`src/rtl/rrsched_pkg.sv`:
```
package rrsched_pkg;

    localparam int THREAD_SLOTS_DEF  = 16;
    localparam int PERIOD_W          = 16;
    localparam logic [PERIOD_W-1:0] SWITCH_PERIOD_RST = 16'd10;

    localparam int MODE_W   = 2;
    localparam int TID_W    = 4;
    localparam int OWNER_W  = 8;
    localparam int PRIO_W   = 8;
    localparam int STATUS_W = 3;
    localparam int SLOTNO_W = 4;
    localparam int TOTAL_W  = 5;

    localparam int S_TDATA_W = 24;
    localparam int M_TDATA_W = 24;

    typedef enum logic [MODE_W-1:0] {
        MODE_TICK   = 2'd0,
        MODE_CREATE = 2'd1,
        MODE_STOP   = 2'd2,
        MODE_SWEEP  = 2'd3
    } mode_t;

    typedef enum logic [1:0] {
        SLOT_STOPPED  = 2'd0,
        SLOT_RUNNING  = 2'd1,
        SLOT_STOPPING = 2'd2,
        SLOT_ZOMBIE   = 2'd3
    } slot_state_t;

    typedef enum logic [STATUS_W-1:0] {
        STAT_OK               = 3'd0,
        STAT_TABLE_FULL       = 3'd1,
        STAT_NO_FREE_SLOT     = 3'd2,
        STAT_ALREADY_STOPPED  = 3'd3,
        STAT_ALREADY_STOPPING = 3'd4,
        STAT_ZOMBIE_REFUSED   = 3'd5
    } status_t;

    // input item as packed on s_tdata, lowest field last
    typedef struct packed {
        logic               pad;
        logic               blocked;
        logic               free_zombies;
        logic               force_free;
        logic [PRIO_W-1:0]  priority_req;
        logic [OWNER_W-1:0] owner_pid;
        logic [TID_W-1:0]   target_slot;
    } in_item_t;

    // result item as packed on m_tdata, lowest field last
    typedef struct packed {
        logic                pad;
        logic [TOTAL_W-1:0]  live_threads;
        logic [SLOTNO_W-1:0] running_thread;
        logic                yielded;
        logic                switched;
        logic [TOTAL_W-1:0]  zombie_total;
        logic [SLOTNO_W-1:0] new_thread;
        status_t             status;
    } out_item_t;

    typedef struct packed {
        logic init_wr;
        logic capture;
        logic setup;
        logic scan;
        logic load_out;
    } ctrl_cmd_t;

    typedef struct packed {
        logic init_last;
        logic need_scan;
        logic scan_done;
        logic out_free;
    } dp_status_t;

endpackage

```
`src/rtl/rrsched_ram.sv`:
```
module rrsched_ram #(
    parameter int WIDTH = 2,
    parameter int DEPTH = 16
) (
    input  logic                     clk,
    input  logic                     we,
    input  logic [$clog2(DEPTH)-1:0] waddr,
    input  logic [WIDTH-1:0]         wdata,
    input  logic                     re,
    input  logic [$clog2(DEPTH)-1:0] raddr,
    output logic [WIDTH-1:0]         rdata
);

    logic [WIDTH-1:0] mem_reg [DEPTH];
    logic [WIDTH-1:0] rdata_reg;

    always_ff @(posedge clk) begin
        if (we) begin
            mem_reg[waddr] <= wdata;
        end
        if (re) begin
            rdata_reg <= mem_reg[raddr];
        end
    end

    assign rdata = rdata_reg;

endmodule

```
`src/rtl/rrsched_ctrl.sv`:
```
module rrsched_ctrl (
    input  logic                    aclk,
    input  logic                    aresetn,
    input  logic                    s_tvalid,
    output logic                    s_tready,
    input  rrsched_pkg::dp_status_t status,
    output rrsched_pkg::ctrl_cmd_t  cmd
);
    import rrsched_pkg::*;

    typedef enum logic [4:0] {
        ST_INIT  = 5'b00001,
        ST_IDLE  = 5'b00010,
        ST_SETUP = 5'b00100,
        ST_SCAN  = 5'b01000,
        ST_DONE  = 5'b10000
    } fsm_t;

    fsm_t state_reg;
    fsm_t state_next;

    always_comb begin
        state_next = state_reg;
        cmd        = '0;
        s_tready   = 1'b0;
        unique case (state_reg)
            ST_INIT: begin
                cmd.init_wr = 1'b1;
                if (status.init_last) begin
                    state_next = ST_IDLE;
                end
            end
            ST_IDLE: begin
                s_tready    = 1'b1;
                cmd.capture = s_tvalid;
                if (s_tvalid) begin
                    state_next = ST_SETUP;
                end
            end
            ST_SETUP: begin
                cmd.setup  = 1'b1;
                state_next = status.need_scan ? ST_SCAN : ST_DONE;
            end
            ST_SCAN: begin
                cmd.scan = 1'b1;
                if (status.scan_done) begin
                    state_next = ST_DONE;
                end
            end
            ST_DONE: begin
                cmd.load_out = status.out_free;
                if (status.out_free) begin
                    state_next = ST_IDLE;
                end
            end
            default: begin
                state_next = ST_INIT;
            end
        endcase
    end

    always_ff @(posedge aclk) begin
        if (!aresetn) begin
            state_reg <= ST_INIT;
        end else begin
            state_reg <= state_next;
        end
    end

endmodule

```
`src/rtl/rrsched_dp.sv`:
```
module rrsched_dp #(
    parameter int THREAD_SLOTS = rrsched_pkg::THREAD_SLOTS_DEF
) (
    input  logic                                aclk,
    input  logic                                aresetn,
    input  logic                                cfg_wr_en,
    input  logic [rrsched_pkg::PERIOD_W-1:0]    cfg_wr_data,
    input  logic [rrsched_pkg::S_TDATA_W-1:0]   s_tdata,
    input  logic [rrsched_pkg::MODE_W-1:0]      s_tuser,
    output logic                                m_tvalid,
    input  logic                                m_tready,
    output logic [rrsched_pkg::M_TDATA_W-1:0]   m_tdata,
    input  rrsched_pkg::ctrl_cmd_t              cmd,
    output rrsched_pkg::dp_status_t             status
);
    import rrsched_pkg::*;

    localparam int SLOT_W  = $clog2(THREAD_SLOTS);
    localparam int CNT_W   = $clog2(THREAD_SLOTS + 1);
    localparam int STATE_W = $bits(slot_state_t);

    function automatic logic [SLOT_W-1:0] wrap_inc(input logic [SLOT_W-1:0] a);
        logic [SLOT_W-1:0] r;
        r = (a == SLOT_W'(THREAD_SLOTS - 1)) ? '0 : a + 1'b1;
        return r;
    endfunction

    in_item_t s_item;

    // latched command
    mode_t             mode_reg,    mode_next;
    logic [TID_W-1:0]  tid_reg,     tid_next;
    logic              force_reg,   force_next;
    logic              zfree_reg,   zfree_next;
    logic              blocked_reg, blocked_next;

    // scheduler state
    logic [PERIOD_W-1:0] period_reg,  period_next;
    logic [PERIOD_W-1:0] tick_reg,    tick_next;
    logic [SLOT_W-1:0]   current_reg, current_next;
    logic [CNT_W-1:0]    count_reg,   count_next;

    // slot walk
    logic [SLOT_W-1:0] scan_addr_reg, scan_addr_next;
    logic [CNT_W-1:0]  left_reg,      left_next;
    logic              pend_reg,      pend_next;
    logic [SLOT_W-1:0] pend_addr_reg, pend_addr_next;
    logic              found_reg,     found_next;

    // result under construction
    status_t           res_status_reg, res_status_next;
    logic [SLOT_W-1:0] res_new_reg,    res_new_next;
    logic [CNT_W-1:0]  res_zomb_reg,   res_zomb_next;
    logic              res_sw_reg,     res_sw_next;
    logic              res_y_reg,      res_y_next;

    logic                 m_valid_reg, m_valid_next;
    logic [M_TDATA_W-1:0] m_data_reg,  m_data_next;

    // state table port
    logic              ram_we;
    logic [SLOT_W-1:0] ram_waddr;
    slot_state_t       ram_wdata;
    logic              ram_re;
    logic [STATE_W-1:0] ram_rdata;
    slot_state_t       rd_state;

    logic [PERIOD_W:0] tick_inc;
    logic              tick_active;
    logic              tick_switch;
    logic              create_full;
    logic              stop_in_range;
    logic [SLOT_W-1:0] stop_addr;
    logic              issue;
    logic              eval;
    logic              need_scan;
    out_item_t         out_item;

    assign s_item   = in_item_t'(s_tdata);
    assign rd_state = slot_state_t'(ram_rdata);

    assign tick_inc      = {1'b0, tick_reg} + 1'b1;
    assign tick_active   = (mode_reg == MODE_TICK) && !blocked_reg && (count_reg != '0);
    assign tick_switch   = tick_active && (tick_inc > {1'b0, period_reg});
    assign create_full   = count_reg >= CNT_W'(THREAD_SLOTS);
    assign stop_in_range = (tid_reg == '0) || (32'(tid_reg) < THREAD_SLOTS);
    assign stop_addr     = (tid_reg == '0) ? current_reg : SLOT_W'(tid_reg);

    assign issue = cmd.scan && (left_reg != '0) && !found_reg;
    assign eval  = cmd.scan && pend_reg && !found_reg;

    always_comb begin
        unique case (mode_reg)
            MODE_TICK:   need_scan = tick_switch;
            MODE_CREATE: need_scan = !create_full;
            MODE_STOP:   need_scan = stop_in_range;
            MODE_SWEEP:  need_scan = 1'b1;
            default:     need_scan = 1'b0;
        endcase
    end

    assign status.need_scan = need_scan;
    assign status.init_last = scan_addr_reg == SLOT_W'(THREAD_SLOTS - 1);
    assign status.scan_done = ((left_reg == '0) && !pend_reg) || found_reg;
    assign status.out_free  = !m_valid_reg || m_tready;

    always_comb begin
        out_item                = '0;
        out_item.status         = res_status_reg;
        out_item.new_thread     = SLOTNO_W'(res_new_reg);
        out_item.zombie_total   = TOTAL_W'(res_zomb_reg);
        out_item.switched       = res_sw_reg;
        out_item.yielded        = res_y_reg;
        out_item.running_thread = SLOTNO_W'(current_reg);
        out_item.live_threads   = TOTAL_W'(count_reg);
    end

    always_comb begin
        mode_next       = mode_reg;
        tid_next        = tid_reg;
        force_next      = force_reg;
        zfree_next      = zfree_reg;
        blocked_next    = blocked_reg;
        period_next     = cfg_wr_en ? cfg_wr_data : period_reg;
        tick_next       = tick_reg;
        current_next    = current_reg;
        count_next      = count_reg;
        scan_addr_next  = scan_addr_reg;
        left_next       = left_reg;
        pend_next       = pend_reg;
        pend_addr_next  = pend_addr_reg;
        found_next      = found_reg;
        res_status_next = res_status_reg;
        res_new_next    = res_new_reg;
        res_zomb_next   = res_zomb_reg;
        res_sw_next     = res_sw_reg;
        res_y_next      = res_y_reg;
        m_valid_next    = m_valid_reg;
        m_data_next     = m_data_reg;
        ram_we          = 1'b0;
        ram_waddr       = pend_addr_reg;
        ram_wdata       = SLOT_STOPPED;
        ram_re          = 1'b0;

        // clearing pass after reset: slot 0 running, the rest stopped
        if (cmd.init_wr) begin
            ram_we         = 1'b1;
            ram_waddr      = scan_addr_reg;
            ram_wdata      = (scan_addr_reg == '0) ? SLOT_RUNNING : SLOT_STOPPED;
            scan_addr_next = wrap_inc(scan_addr_reg);
        end

        if (cmd.capture) begin
            mode_next    = mode_t'(s_tuser);
            tid_next     = s_item.target_slot;
            force_next   = s_item.force_free;
            zfree_next   = s_item.free_zombies;
            blocked_next = s_item.blocked;
        end

        if (cmd.setup) begin
            res_status_next = STAT_OK;
            res_new_next    = '0;
            res_zomb_next   = '0;
            res_sw_next     = 1'b0;
            res_y_next      = 1'b0;
            found_next      = 1'b0;
            pend_next       = 1'b0;
            left_next       = '0;
            unique case (mode_reg)
                MODE_TICK: begin
                    if (tick_switch) begin
                        // slot 0 unless the walk finds a live slot
                        tick_next      = '0;
                        current_next   = '0;
                        res_sw_next    = 1'b1;
                        scan_addr_next = wrap_inc(current_reg);
                        left_next      = CNT_W'(THREAD_SLOTS);
                    end else if (tick_active) begin
                        tick_next  = tick_inc[PERIOD_W-1:0];
                        res_y_next = tick_inc == {1'b0, (period_reg >> 1)};
                    end
                end
                MODE_CREATE: begin
                    if (create_full) begin
                        res_status_next = STAT_TABLE_FULL;
                    end else begin
                        res_status_next = STAT_NO_FREE_SLOT;
                        scan_addr_next  = SLOT_W'(1);
                        left_next       = CNT_W'(THREAD_SLOTS - 1);
                    end
                end
                MODE_STOP: begin
                    if (!stop_in_range) begin
                        res_status_next = STAT_ALREADY_STOPPED;
                    end else begin
                        scan_addr_next = stop_addr;
                        left_next      = CNT_W'(1);
                    end
                end
                MODE_SWEEP: begin
                    scan_addr_next = '0;
                    left_next      = CNT_W'(THREAD_SLOTS);
                end
                default: begin
                    left_next = '0;
                end
            endcase
        end

        if (cmd.scan) begin
            // read one slot per cycle, data is handled the cycle after
            pend_next = issue;
            if (issue) begin
                ram_re         = 1'b1;
                pend_addr_next = scan_addr_reg;
                scan_addr_next = wrap_inc(scan_addr_reg);
                left_next      = left_reg - 1'b1;
            end
        end

        if (eval) begin
            unique case (mode_reg)
                MODE_TICK: begin
                    if (rd_state == SLOT_RUNNING || rd_state == SLOT_STOPPING) begin
                        found_next   = 1'b1;
                        current_next = pend_addr_reg;
                    end
                end
                MODE_CREATE: begin
                    if (rd_state == SLOT_STOPPED) begin
                        found_next      = 1'b1;
                        ram_we          = 1'b1;
                        ram_wdata       = SLOT_RUNNING;
                        count_next      = count_reg + 1'b1;
                        res_new_next    = pend_addr_reg;
                        res_status_next = STAT_OK;
                    end
                end
                MODE_STOP: begin
                    unique case (rd_state)
                        SLOT_ZOMBIE: begin
                            res_status_next = STAT_ZOMBIE_REFUSED;
                        end
                        SLOT_STOPPED: begin
                            res_status_next = STAT_ALREADY_STOPPED;
                            ram_we          = force_reg;
                        end
                        SLOT_STOPPING: begin
                            res_status_next = STAT_ALREADY_STOPPING;
                            ram_we          = force_reg;
                        end
                        SLOT_RUNNING: begin
                            ram_we    = 1'b1;
                            ram_wdata = force_reg ? SLOT_STOPPED : SLOT_STOPPING;
                            if (count_reg != '0) begin
                                count_next = count_reg - 1'b1;
                            end
                        end
                        default: begin
                            res_status_next = STAT_ZOMBIE_REFUSED;
                        end
                    endcase
                end
                MODE_SWEEP: begin
                    if (rd_state == SLOT_STOPPING) begin
                        ram_we    = 1'b1;
                        ram_wdata = SLOT_ZOMBIE;
                    end else if (rd_state == SLOT_ZOMBIE) begin
                        res_zomb_next = res_zomb_reg + 1'b1;
                        ram_we        = zfree_reg;
                    end
                end
                default: begin
                    found_next = found_reg;
                end
            endcase
        end

        if (m_valid_reg && m_tready) begin
            m_valid_next = 1'b0;
        end
        if (cmd.load_out) begin
            m_valid_next = 1'b1;
            m_data_next  = M_TDATA_W'(out_item);
        end
    end

    always_ff @(posedge aclk) begin
        if (!aresetn) begin
            period_reg    <= SWITCH_PERIOD_RST;
            tick_reg      <= '0;
            current_reg   <= '0;
            count_reg     <= '0;
            scan_addr_reg <= '0;
            left_reg      <= '0;
            pend_reg      <= 1'b0;
            found_reg     <= 1'b0;
            m_valid_reg   <= 1'b0;
        end else begin
            period_reg    <= period_next;
            tick_reg      <= tick_next;
            current_reg   <= current_next;
            count_reg     <= count_next;
            scan_addr_reg <= scan_addr_next;
            left_reg      <= left_next;
            pend_reg      <= pend_next;
            found_reg     <= found_next;
            m_valid_reg   <= m_valid_next;
        end
    end

    always_ff @(posedge aclk) begin
        mode_reg       <= mode_next;
        tid_reg        <= tid_next;
        force_reg      <= force_next;
        zfree_reg      <= zfree_next;
        blocked_reg    <= blocked_next;
        pend_addr_reg  <= pend_addr_next;
        res_status_reg <= res_status_next;
        res_new_reg    <= res_new_next;
        res_zomb_reg   <= res_zomb_next;
        res_sw_reg     <= res_sw_next;
        res_y_reg      <= res_y_next;
        m_data_reg     <= m_data_next;
    end

    assign m_tvalid = m_valid_reg;
    assign m_tdata  = m_data_reg;

    rrsched_ram #(
        .WIDTH (STATE_W),
        .DEPTH (THREAD_SLOTS)
    ) u_state_ram (
        .clk   (aclk),
        .we    (ram_we),
        .waddr (ram_waddr),
        .wdata (STATE_W'(ram_wdata)),
        .re    (ram_re),
        .raddr (scan_addr_reg),
        .rdata (ram_rdata)
    );

endmodule

```
`src/rtl/thread_table_round_robin_scheduler.sv`:
```
// Round-robin thread scheduler over a table of THREAD_SLOTS slots, one command
// per input item (tick, create, stop, sweep) and exactly one result item per
// command. Slot states live in a single-port-write, registered-read RAM that is
// walked one slot per cycle. After reset the block runs a clearing pass over
// all THREAD_SLOTS slots with s_tready low. A command that needs no table
// access (tick without switch, create on a full table, stop beyond the table)
// goes from setup straight to the result; one that walks the table reads
// slots in turn: a stop walks one slot, a sweep all THREAD_SLOTS, a create or
// a switching tick stops at the first hit. Items are taken one at a time; a
// new item is taken while the previous result still waits on m_tready. A slot
// is free for a create exactly when it is stopped. The owner and priority given
// with a create are not kept, since no result ever depends on them.
// switch_period may only be written while no command is in progress.
module thread_table_round_robin_scheduler #(
    parameter int THREAD_SLOTS = rrsched_pkg::THREAD_SLOTS_DEF
) (
    input  logic                              aclk,
    input  logic                              aresetn,
    input  logic                              cfg_wr_en,
    input  logic [rrsched_pkg::PERIOD_W-1:0]  cfg_wr_data,  // switch_period
    input  logic                              s_tvalid,
    output logic                              s_tready,
    // target_slot[3:0], owner_pid[11:4], priority_req[19:12], force_free[20],
    // free_zombies[21], blocked[22], zero[23]
    input  logic [rrsched_pkg::S_TDATA_W-1:0] s_tdata,
    input  logic [rrsched_pkg::MODE_W-1:0]    s_tuser,      // mode[1:0]
    output logic                              m_tvalid,
    input  logic                              m_tready,
    // status[2:0], new_thread[6:3], zombie_total[11:7], switched[12],
    // yielded[13], running_thread[17:14], live_threads[22:18], zero[23]
    output logic [rrsched_pkg::M_TDATA_W-1:0] m_tdata
);
    import rrsched_pkg::*;

    ctrl_cmd_t  cmd;
    dp_status_t status;

    rrsched_ctrl u_ctrl (
        .aclk     (aclk),
        .aresetn  (aresetn),
        .s_tvalid (s_tvalid),
        .s_tready (s_tready),
        .status   (status),
        .cmd      (cmd)
    );

    rrsched_dp #(
        .THREAD_SLOTS (THREAD_SLOTS)
    ) u_dp (
        .aclk        (aclk),
        .aresetn     (aresetn),
        .cfg_wr_en   (cfg_wr_en),
        .cfg_wr_data (cfg_wr_data),
        .s_tdata     (s_tdata),
        .s_tuser     (s_tuser),
        .m_tvalid    (m_tvalid),
        .m_tready    (m_tready),
        .m_tdata     (m_tdata),
        .cmd         (cmd),
        .status      (status)
    );

endmodule
```
`config.mk`:
```
export PLATFORM = sky130hd
export DESIGN_NAME = thread_table_round_robin_scheduler
export DESIGN_NICKNAME = d
export VERILOG_FILES = /design/src/rtl/rrsched_pkg.sv /design/src/rtl/rrsched_ram.sv /design/src/rtl/rrsched_ctrl.sv /design/src/rtl/rrsched_dp.sv /design/src/rtl/thread_table_round_robin_scheduler.sv
export SDC_FILE = /design/constraint.sdc
export NUM_CORES = 1
export LEC_CHECK = 0
export CORE_MARGIN = 8
export CORE_UTILIZATION = 60
export CTS_CLUSTER_DIAMETER = 50
export DETAILED_ROUTE_END_ITERATION = 10
export DONT_BUFFER_PORTS = 1
export PLACE_DENSITY = 0.77
export RECOVER_POWER = 25
export SYNTH_ARGS = -nofsm -noshare
export SYNTH_HDL_FRONTEND = slang
export SYNTH_HIERARCHICAL = 1
export SYNTH_SLANG_ARGS = --single-unit
```
`constraint.sdc`:
```
create_clock -name aclk -period 7.5 [get_ports aclk]
set_input_delay 0.375 -clock aclk [delete_from_list [all_inputs] [get_ports aclk]]
set_output_delay 0.375 -clock aclk [all_outputs]
set_load 0.05 [all_outputs]
```
==> out/metrics.cfg, run 1 <==
[outcome]
status=finished clean

[global_route]
grt_first_pass_wirelength_mm=26.80
antenna_found_initial=0
grt_max_degree=32
grt_usage_pct=20.64
globalRouteOverflowTotal=0
grt_pass1_vias=5395

[critical_path]
arrival_ps=4950
critPathLaunch=u_dp/tick_reg[0]
r2r_end=u_ctrl/state_reg[4]
cp_top_family=simple AND/OR/NAND/NOR gates
crit-reg2reg-launch=u_dp/tick_reg[0]
worstSetupPathType=register to register
end_kind=register
cpPeakStageDelay_ps=790
cp.required_ps=7850
critPathBufInv=0
cp_num_cells=15
reg2reg_depth=15
crit_fanout=23
worst-r2r-setup-slack_ps=2900
setup.worst_path.start_class=register
cpMaxStageDelayCell=and2_1
crit_end=u_ctrl/state_reg[4]
path_cells=ha_1 -> nand2_1 -> nor3_1 -> nand3_1 -> xnor2_1 -> ha_1 -> a21o_1 -> a21oi_1 -> o21ai_0 -> a22oi_4 -> and2_1 -> a21oi_1 -> nor3b_1 -> o211ai_1 -> o21ai_0

[die]
die_h_um=127.4
top_level_ports=73
die_w_um=127.4
core_region_area_um2=12060
start_util_pct=61.72
row_count=40
dieArea_um2=16230

[synthesis]
synth_cell_type_count=74
yosysWarningCount=6
synth_seq_cells=142
yosys.area.top_type=edfxtp_1
synth.avg_cell_area_um2=10.18
synthArstFlopShare_pct=0
syn_nets=813
synth_cells=731
yosysTopAreaCellShare_pct=29.04
syn_area_um2=7445
synthTopCellsByArea=edfxtp_1 29%, dfxtp_1 19%, ha_1 5.7%
synth_flop_cell=edfxtp_1
synth_edf_count=72
synth-seq-area-share_pct=47.87

[sta]
rsz0062_at_grt=no
setup_viol=0
fmax_mhz=217.3
whs_ps=50.21
fin_crit_sh_pct=61.35
clock_skew_ps=8.584
worst_pin_slew_ps=1195
period_minus_slack_ps=4601
finalHoldViolCount=0
slew_violations=0
slew_headroom_pct=20.31
finalWorstSetupSlack_ps=2899
tns_ps=0

[clock_tree]
htreeDepth=4
clock_sinks=142
cts_made_buffers=17
ctsResizeCount=0
clkLatencyLatePin_ps=420
post_cts_buffers=0
cts_tree=yes
cts_buffer_depth=2
cts_root_buf=clkbuf_16
cts_hold_buf=0
clk_pin_slew_worst_paths_ps=60

[placed_design]
dp_slack_ps=2995
dpl.hpwl_mm=11.58
gp_congestion=0.8981
place_area_um2=7503
portBuffers=0

[flow_run]
drv_cap=0

[finish]
final_nets=803
diodes=0
design_area_um2=8050
area_growth_pct=8.134
largest_reg_flops=32
drive_above_1_share_pct=8.583

[routing]
drtIter0Drc=507
wl_per_cell_um=18.24
route.detailed.drc=0
dr.pass1.iters=5
route.vias.total=5580
via_per_inst=6.186
wl_mm=16.46
drtAntennaViolNets=0

[hold_path]
hold_class=input pin to register
hold_start=s_tdata[21]

[power]
power.density_nw_per_um2=211.7
ir_worst_vdd_mv=0.1411
p_leak_nw=2.949

[worst register-to-register path: cells and delay by family (launching register included)]
kind                       cells  cell delay (ps)
AOI/OAI and AO/OA              7             1370
adders and majority gates      2              650
xor gates and xnor gates       1              270
DFF                            1              480
and+or+nand+nor                5             1770
[cell usage in the layout, fill, tap and decap left out, types with 12 or more instances in the layout]
master / n
xnor2_1: 28
or3_1: 12
nand3_1: 37
inv_1: 41
nor3_1: 16
mux2i_1: 23
clkbuf_16: 17
ha_1: 34
dfxtp_1: 70
o21ai_0: 37
a21oi_1: 41
nand2_1: 64
edfxtp_1: 72
nor2_1: 62
[synth_stat cells (4+ instances only)]
| master | n |
|---|---|
| nand3b_1 | 6 |
| nand3_1 | 37 |
| xor2_1 | 5 |
| o31ai_1 | 4 |
| and2_1 | 7 |
| nor3_1 | 16 |
| mux2i_1 | 23 |
| nor4_1 | 6 |
| o211ai_1 | 10 |
| clkbuf_1 | 18 |
| inv_1 | 41 |
| mux4_1 | 4 |
| or3_1 | 12 |
| mux4_2 | 4 |
| o22ai_1 | 6 |
| a21o_1 | 6 |
| nand2_1 | 64 |
| nand2b_1 | 5 |
| nor2_1 | 62 |
| dfxtp_1 | 70 |
| edfxtp_1 | 72 |
| ha_1 | 34 |
| buf_4 | 4 |
| a211oi_1 | 6 |
| and3_1 | 6 |
| nand4_1 | 10 |
| mux2_2 | 5 |
| nor2b_1 | 10 |
| xnor2_1 | 28 |
| o21ai_0 | 37 |
| buf_6 | 5 |
| a31oi_1 | 4 |
| a21oi_1 | 41 |
[layout make-up]
type	count	area, um^2
clock buffers	18	429.2
fillers	934	4011
clock inverters	14	120.1
well taps	168	210.2
flip-flops and latches	142	3563
inverters	44	165.2
repair buffers	3	22.52
multi-input cells	513	3540
[report_power, final]
part	switching, mW	internal [mW]	total, mW
Combinational	0.0473	0.0353	0.0826
Clock	0.325	0.455	0.780
Sequential	0.0131	0.829	0.842
Total	0.385	1.32	1.70
[how the worst min path moves through the flow]
stage | end | slack (ps) | depth (start not counted)
6_report | u_dp/zfree_reg | 50 | 0
5_1_grt | u_dp/zfree_reg | 30 | 0
4_1_cts | u_dp/zfree_reg | 40 | 0
3_5_place_dp | u_dp/m_tdata[12] | 400 | 0
3_3_place_gp | u_dp/m_tdata[13] | 400 | 0
2_1_floorplan | u_dp/m_tdata[12] | 400 | 0
[cells by family (layout without fill, tap and decap cells)]
logic type | after synthesis | count (layout) | share of synthesized area (%)
xor+xnor | 34 | 34 | 4.101
buf+inv | 76 | 79 | 4.588
flops | 142 | 142 | 47.87
compound gates | 144 | 144 | 12.55
fa+ha+maj | 35 | 35 | 5.983
other cells | 1 | 1 | 0.05037
mux | 36 | 36 | 6.471
simple gates | 263 | 263 | 18.39
[layer usage]
layer	share of wire, %	up-vias	track usage (%)
met5	0	-	0
met4	1.2	0	6.718
met3	6.9	23	5.366
met2	47	242	32.81
met1	45	2669	26.92
li1	-	2646	-
[stage by stage]
stage	cells	power, mW	utilization (%)
finish	902	1.705	66.74
global route	902	1.755	66.74
CTS	902	1.713	66.76
detailed placement	870	0.9399	62.21
global placement	870	0.9353	62.21
floorplan	731	0.9234	-
(Power assumes the default switching activity.)
==> run 2: changes to the inputs <==
Settings changed: CORE_UTILIZATION 60 to 58.
Clock period 7.5 ns to 3.92 ns, I/O delays scaled along.
==> run 2 against run 1 <==
Count of clock-buffer cells in the layout fell by 1. Routed wire length rose by 8.5%. Global-route usage rose by 1.6 points. Worst setup slack got worse by 2600 ps. Clock power rose by 140%. Critical path depth fell by 1. Cell area rose by 6.7%.
==> out/metrics.cfg, run 2 (synthesized netlist as in run 1, its figures left out) <==
[outcome]
status=finished clean

[die]
dieArea_um2=16720  ; +3.0%
top_level_ports=73  ; unchanged
start_util_pct=59.23  ; -2.5 points
die_w_um=129.3  ; +1.5%
core_region_area_um2=12570  ; +4.2%
die_h_um=129.3  ; +1.5%
row_count=41  ; +2.5%

[sta]
finalWorstSetupSlack_ps=310.0  ; -2589 ps
whs_ps=29.85  ; -20.35 ps
worst_pin_slew_ps=1002  ; -193.7 ps
setup_viol=0  ; unchanged
rsz0062_at_grt=no
period_minus_slack_ps=3610  ; -991.0 ps
fmax_mhz=277.0  ; +27%
fin_crit_sh_pct=92.09  ; +31 points
slew_headroom_pct=32.82  ; +13 points
finalHoldViolCount=0  ; unchanged
slew_violations=0  ; unchanged
tns_ps=0  ; unchanged
clock_skew_ps=9.959  ; +1.375 ps

[power]
power.density_nw_per_um2=426.6  ; +100%
intPower_mw=2.878  ; +120%
power_switching_uw=786.6  ; +100%
p_leak_nw=3.206  ; +8.7%
clockPowerShare_pct=50.7  ; +5.0 points
total_power_mw=3.665  ; +120%
switching_share_pct=21.46  ; -1.1 points
combPwrFrac_pct=5.3  ; +0.5 points
ir_worst_vdd_mv=0.3717  ; +160%
p_seq_share_pct=44.0  ; -5.4 points

[global_route]
grt_max_degree=37  ; +16%
globalRouteOverflowTotal=0  ; unchanged
grt_pass1_vias=5709  ; +5.8%
grt_first_pass_wirelength_mm=28.72  ; +7.2%
grt_usage_pct=22.20  ; +1.6 points
antenna_found_initial=1  ; +1

[flow_run]
drv_cap=0  ; unchanged

[hold_path]
hold_start=aresetn
hold_depth=2  ; +2
hold_class=input pin to register

[clock_tree]
cts_made_buffers=17  ; unchanged
clock_sinks=142  ; unchanged
post_cts_buffers=0  ; unchanged
cts_buffer_depth=2  ; unchanged
htreeDepth=4  ; unchanged
cts_tree=yes
cts_root_buf=clkbuf_16
clkLatencyLatePin_ps=430  ; about the same
clk_pin_slew_worst_paths_ps=60  ; about the same

[routing]
route.vias.total=5723  ; +2.6%
drtAntennaViolNets=0  ; unchanged
route.detailed.drc=0  ; unchanged
drtIter0Drc=443  ; -13%
dr.pass1.iters=5  ; unchanged
wl_per_cell_um=18.81  ; +3.1%
via_per_inst=6.031  ; -2.5%
wl_mm=17.86  ; +8.5%

[finish]
drive_above_1_share_pct=10.55  ; +2.0 points
fin_util_pct=68.35  ; +1.6 points
final_nets=846  ; +5.4%
design_area_um2=8591  ; +6.7%
layout_common_cells=72 x edfxtp_1, 70 x dfxtp_1, 64 x nand2_1
largest_reg_flops=32  ; unchanged
area_growth_pct=15.39
stdcell_count=949  ; +5.2%
fillers=898  ; -3.9%
final_common_cell=edfxtp_1
diodes=0  ; unchanged

[critical_path]
setup.worst_path.start_class=register
crit_fanout=5  ; -78%
reg2reg_depth=14  ; -1
end_kind=register
critPathLaunch=u_dp/tick_reg[1]
cp.required_ps=4230  ; -3620 ps
crit-reg2reg-launch=u_dp/tick_reg[1]
worstSetupPathType=register to register
arrival_ps=3920  ; -1030 ps

[placed_design]
dp_cells=889  ; +2.2%
portBuffers=0  ; unchanged
gp_congestion=0.8832  ; -1.7%
place_area_um2=7621  ; +1.6%
dp_slack_ps=261.1  ; -2734 ps
dpl.hpwl_mm=11.94  ; +3.1%

==> run 2: power groups by stage <==
| stage | registers (mW) | logic, mW | clock network [mW] |
|---|---|---|---|
| floorplan | 1.63 | 0.137 | 0 |
| global placement | 1.64 | 0.151 | 0 |
| detailed placement | 1.64 | 0.158 | 0 |
| CTS | 1.61 | 0.189 | 1.87 |
| global route | 1.61 | 0.214 | 1.95 |
| finish | 1.61 | 0.195 | 1.86 |
==> run 2: worst max-delay path, stage by stage (launching register included) <==
cell	delay (ps)
dfxtp_1	410
ha_1	200
nand2_1	130
or3_1	450
xnor2_1	310
ha_1	320
nand4_1	140
nor2_1	90
a2111oi_2	480
a22oi_4	90
and2_1	250
a21oi_1	260
nor3b_1	80
o211ai_1	190
o21ai_0	100
==> run 2: final cells by class <==
class                           instances  area (um^2)  share of cell area, %
Clock buffer                           17        425.4                  4.952
Timing Repair Buffer                   46        415.4                  4.835
Multi-Input combinational cell        513         3552                  41.35
Inverter                               44        165.2                  1.923
Sequential cell                       142         3563                  41.48
Tap cell                              172        215.2                  2.505
Clock inverter                         15        254.0                  2.957
==> run 2: worst paths after layout <==
kind,endpoint,slack [ps]
max,u_ctrl/state_reg[4],310
min,u_dp/current_reg[2],30
max reg2reg,u_ctrl/state_reg[4],310
min reg2reg,u_dp/m_tdata[13],430
==> run 2: metal layers <==
| layer | GRT usage [%] | part of all wire (%) | vias to the layer above |
|---|---|---|---|
| met2 | 36.52 | 49 | 220 |
| met1 | 26.33 | 42 | 2729 |
| met4 | 10.16 | 2.2 | 2 |
| met3 | 6.491 | 7.5 | 38 |
| met5 | 0 | 0.073 | - |
| li1 | - | - | 2734 |
==> run 2: what timing repair did <==
item / CTS / global route
setup endpoints to repair: 0 / 4
hold buffers: 28 / 0
endpoints found under the hold margin: 42 / 0
resized for setup: 0 / 2
==> run 3: changes to the inputs <==
Settings changed: CORE_UTILIZATION 58 to 35, PLACE_DENSITY 0.77 to 0.52, SKIP_LAST_GASP from default to 1.
==> run 3 against run 2 <==
Sequential cell count stayed put. Highest routed layer is now met4. Clock power shrank 19%. Critical endpoint unchanged. Register-to-register slack gained 60 ps. Largest cell class unchanged. Sequential share of layout area decreased by 0.10 points. Routed wire length up 4.3%.
==> out/metrics.cfg, run 3 (synthesized netlist as in run 1, its figures left out) <==
[finish]
final_common_cell=edfxtp_1
layout_common_cells=72 x edfxtp_1, 70 x dfxtp_1, 64 x nand2_1
drive_above_1_share_pct=10.40  ; -0.16 points
largest_reg_flops=32  ; unchanged
final_nets=848  ; +0.24%
fin_util_pct=41.10  ; -27 points
area_growth_pct=15.68

[clock_tree]
cts_buffer_depth=2  ; unchanged
cts_root_buf=clkbuf_16
clkLatencyLatePin_ps=430  ; about the same
cts_tree=yes
cts_made_buffers=17  ; unchanged
htreeDepth=4  ; unchanged
clock_sinks=142  ; unchanged
clk_pin_slew_worst_paths_ps=60  ; about the same

[die]
die_w_um=161.8  ; +25%
top_level_ports=73  ; unchanged
core_region_area_um2=20960  ; +67%
row_count=53  ; +29%
dieArea_um2=26190  ; +57%
die_h_um=161.8  ; +25%
start_util_pct=35.53  ; -24 points

[sta]
fin_crit_sh_pct=90.67  ; -1.4 points
clock_skew_ps=19.37  ; +9.413 ps
tns_ps=0  ; unchanged
slew_violations=0  ; unchanged
finalHoldViolCount=0  ; unchanged
fmax_mhz=281.3  ; +1.6%
setup_viol=0  ; unchanged
period_minus_slack_ps=3554  ; -55.62 ps
slew_headroom_pct=32.29  ; -0.53 points
rsz0062_at_grt=no
finalWorstSetupSlack_ps=365.7  ; +55.62 ps
whs_ps=45.75  ; +15.89 ps
worst_pin_slew_ps=1010  ; +7.840 ps

[global_route]
antenna_found_initial=1  ; unchanged
grt_max_degree=46  ; +24%
grt_pass1_vias=5676  ; -0.58%
globalRouteOverflowTotal=0  ; unchanged
grt_usage_pct=14.56  ; -7.6 points
grt_first_pass_wirelength_mm=30.38  ; +5.8%

[outcome]
status=finished clean

[critical_path]
worst_path_most_repeated_cell=ha_1
path_cells=ha_1 -> nand2_1 -> or3_1 -> xnor2_1 -> ha_1 -> nand4_1 -> nor2_1 -> a2111oi_2 -> a22oi_4 -> and2_1 -> a21oi_1 -> nor3b_1 -> o211ai_1 -> o21ai_0
setup.worst_path.start_class=register
cp.required_ps=4210  ; -20 ps
arrival_ps=3840  ; -80 ps
worstSetupPathType=register to register
end_kind=register
crit_fanout=5  ; unchanged
cpMaxStageDelayCell=a2111oi_2
reg2reg_depth=14  ; unchanged
cpPeakStageDelay_ps=490  ; about the same

[placed_design]
portBuffers=0  ; unchanged
dpl.hpwl_mm=13.33  ; +12%
dp_slack_ps=204.5  ; -56.67 ps
gp_congestion=0.8510  ; -3.6%

[routing]
route.vias.total=5612  ; -1.9%
route.detailed.drc=0  ; unchanged
drtIter0Drc=389  ; -12%
wl_per_cell_um=17.65  ; -6.2%
via_per_inst=5.319  ; -12%
wl_mm=18.62  ; +4.3%
dr.pass1.iters=4  ; -1
drtAntennaViolNets=0  ; unchanged

[hold_path]
hold_class=input pin to register
hold_depth=2  ; unchanged

[power]
p_leak_nw=3.157  ; -1.5%
ir_worst_vdd_mv=0.2612  ; -30%
power.density_nw_per_um2=385.0  ; -9.7%
total_power_mw=3.316  ; -9.5%

[flow_run]
drv_cap=0  ; unchanged

## run 3: report_power, final
group          internal [mW]  leakage, nW  switching (mW)
clock network          0.868        0.270           0.641
registers               1.59         1.26          0.0255
logic                 0.0901         1.63           0.105
total                   2.54         3.16           0.772
## run 3: what timing repair did
action,CTS,global route
endpoints found under the setup margin,0,2
setup buffers,0,0
hold buffers,29,0
hold endpoints to repair,41,0
resized for setup,0,2
## run 3: cell type report
| class | count | area (um^2) |
|---|---|---|
| multi-input cells | 513 | 3552 |
| flip-flops and latches | 142 | 3563 |
| repair buffers | 48 | 432.9 |
| clock inverters | 11 | 80.08 |
| fillers | 2082 | 12340 |
| clock buffers | 21 | 471.7 |
| inverters | 44 | 165.2 |
| diodes | 1 | 2.502 |
| well taps | 275 | 344.1 |
## run 3: worst paths after layout
kind | from | endpoint | slack, ps
setup / recovery | u_dp/tick_reg[1] | u_ctrl/state_reg[4] | 370
hold / removal | m_tready | u_dp/m_tvalid | 50
setup reg to reg | u_dp/tick_reg[1] | u_ctrl/state_reg[4] | 370
hold reg to reg | u_dp/res_sw_reg | u_dp/m_tdata[12] | 430
## run 3: metrics by stage
| stage | std cells | cell area (um^2) |
|---|---|---|
| 3_3_place_gp | 993 | 7757 |
| 2_1_floorplan | 731 | 7445 |
| 3_5_place_dp | 993 | 7757 |
| 4_1_cts | 1054 | 8600 |
| 6_report | 1055 | 8612 |
| 5_1_grt | 1055 | 8612 |
## run 3: per-layer routing
metal	GRT usage [%]	share of wire [%]	vias up
li1	-	-	2738
met1	18.20	47	2713
met2	23.62	47	139
met3	4.201	4.9	22
met4	5.008	1.5	0
met5	0	0	-
## run 3: worst max-delay path: cells and delay by family (launching register included)
family	cells	cell delay [ps]
flip-flops	1	400
AO/OA/AOI/OAI	5	1140
AND/OR/NAND/NOR	6	1100
XOR/XNOR	1	290
adder cells (fa/ha/maj)	2	500
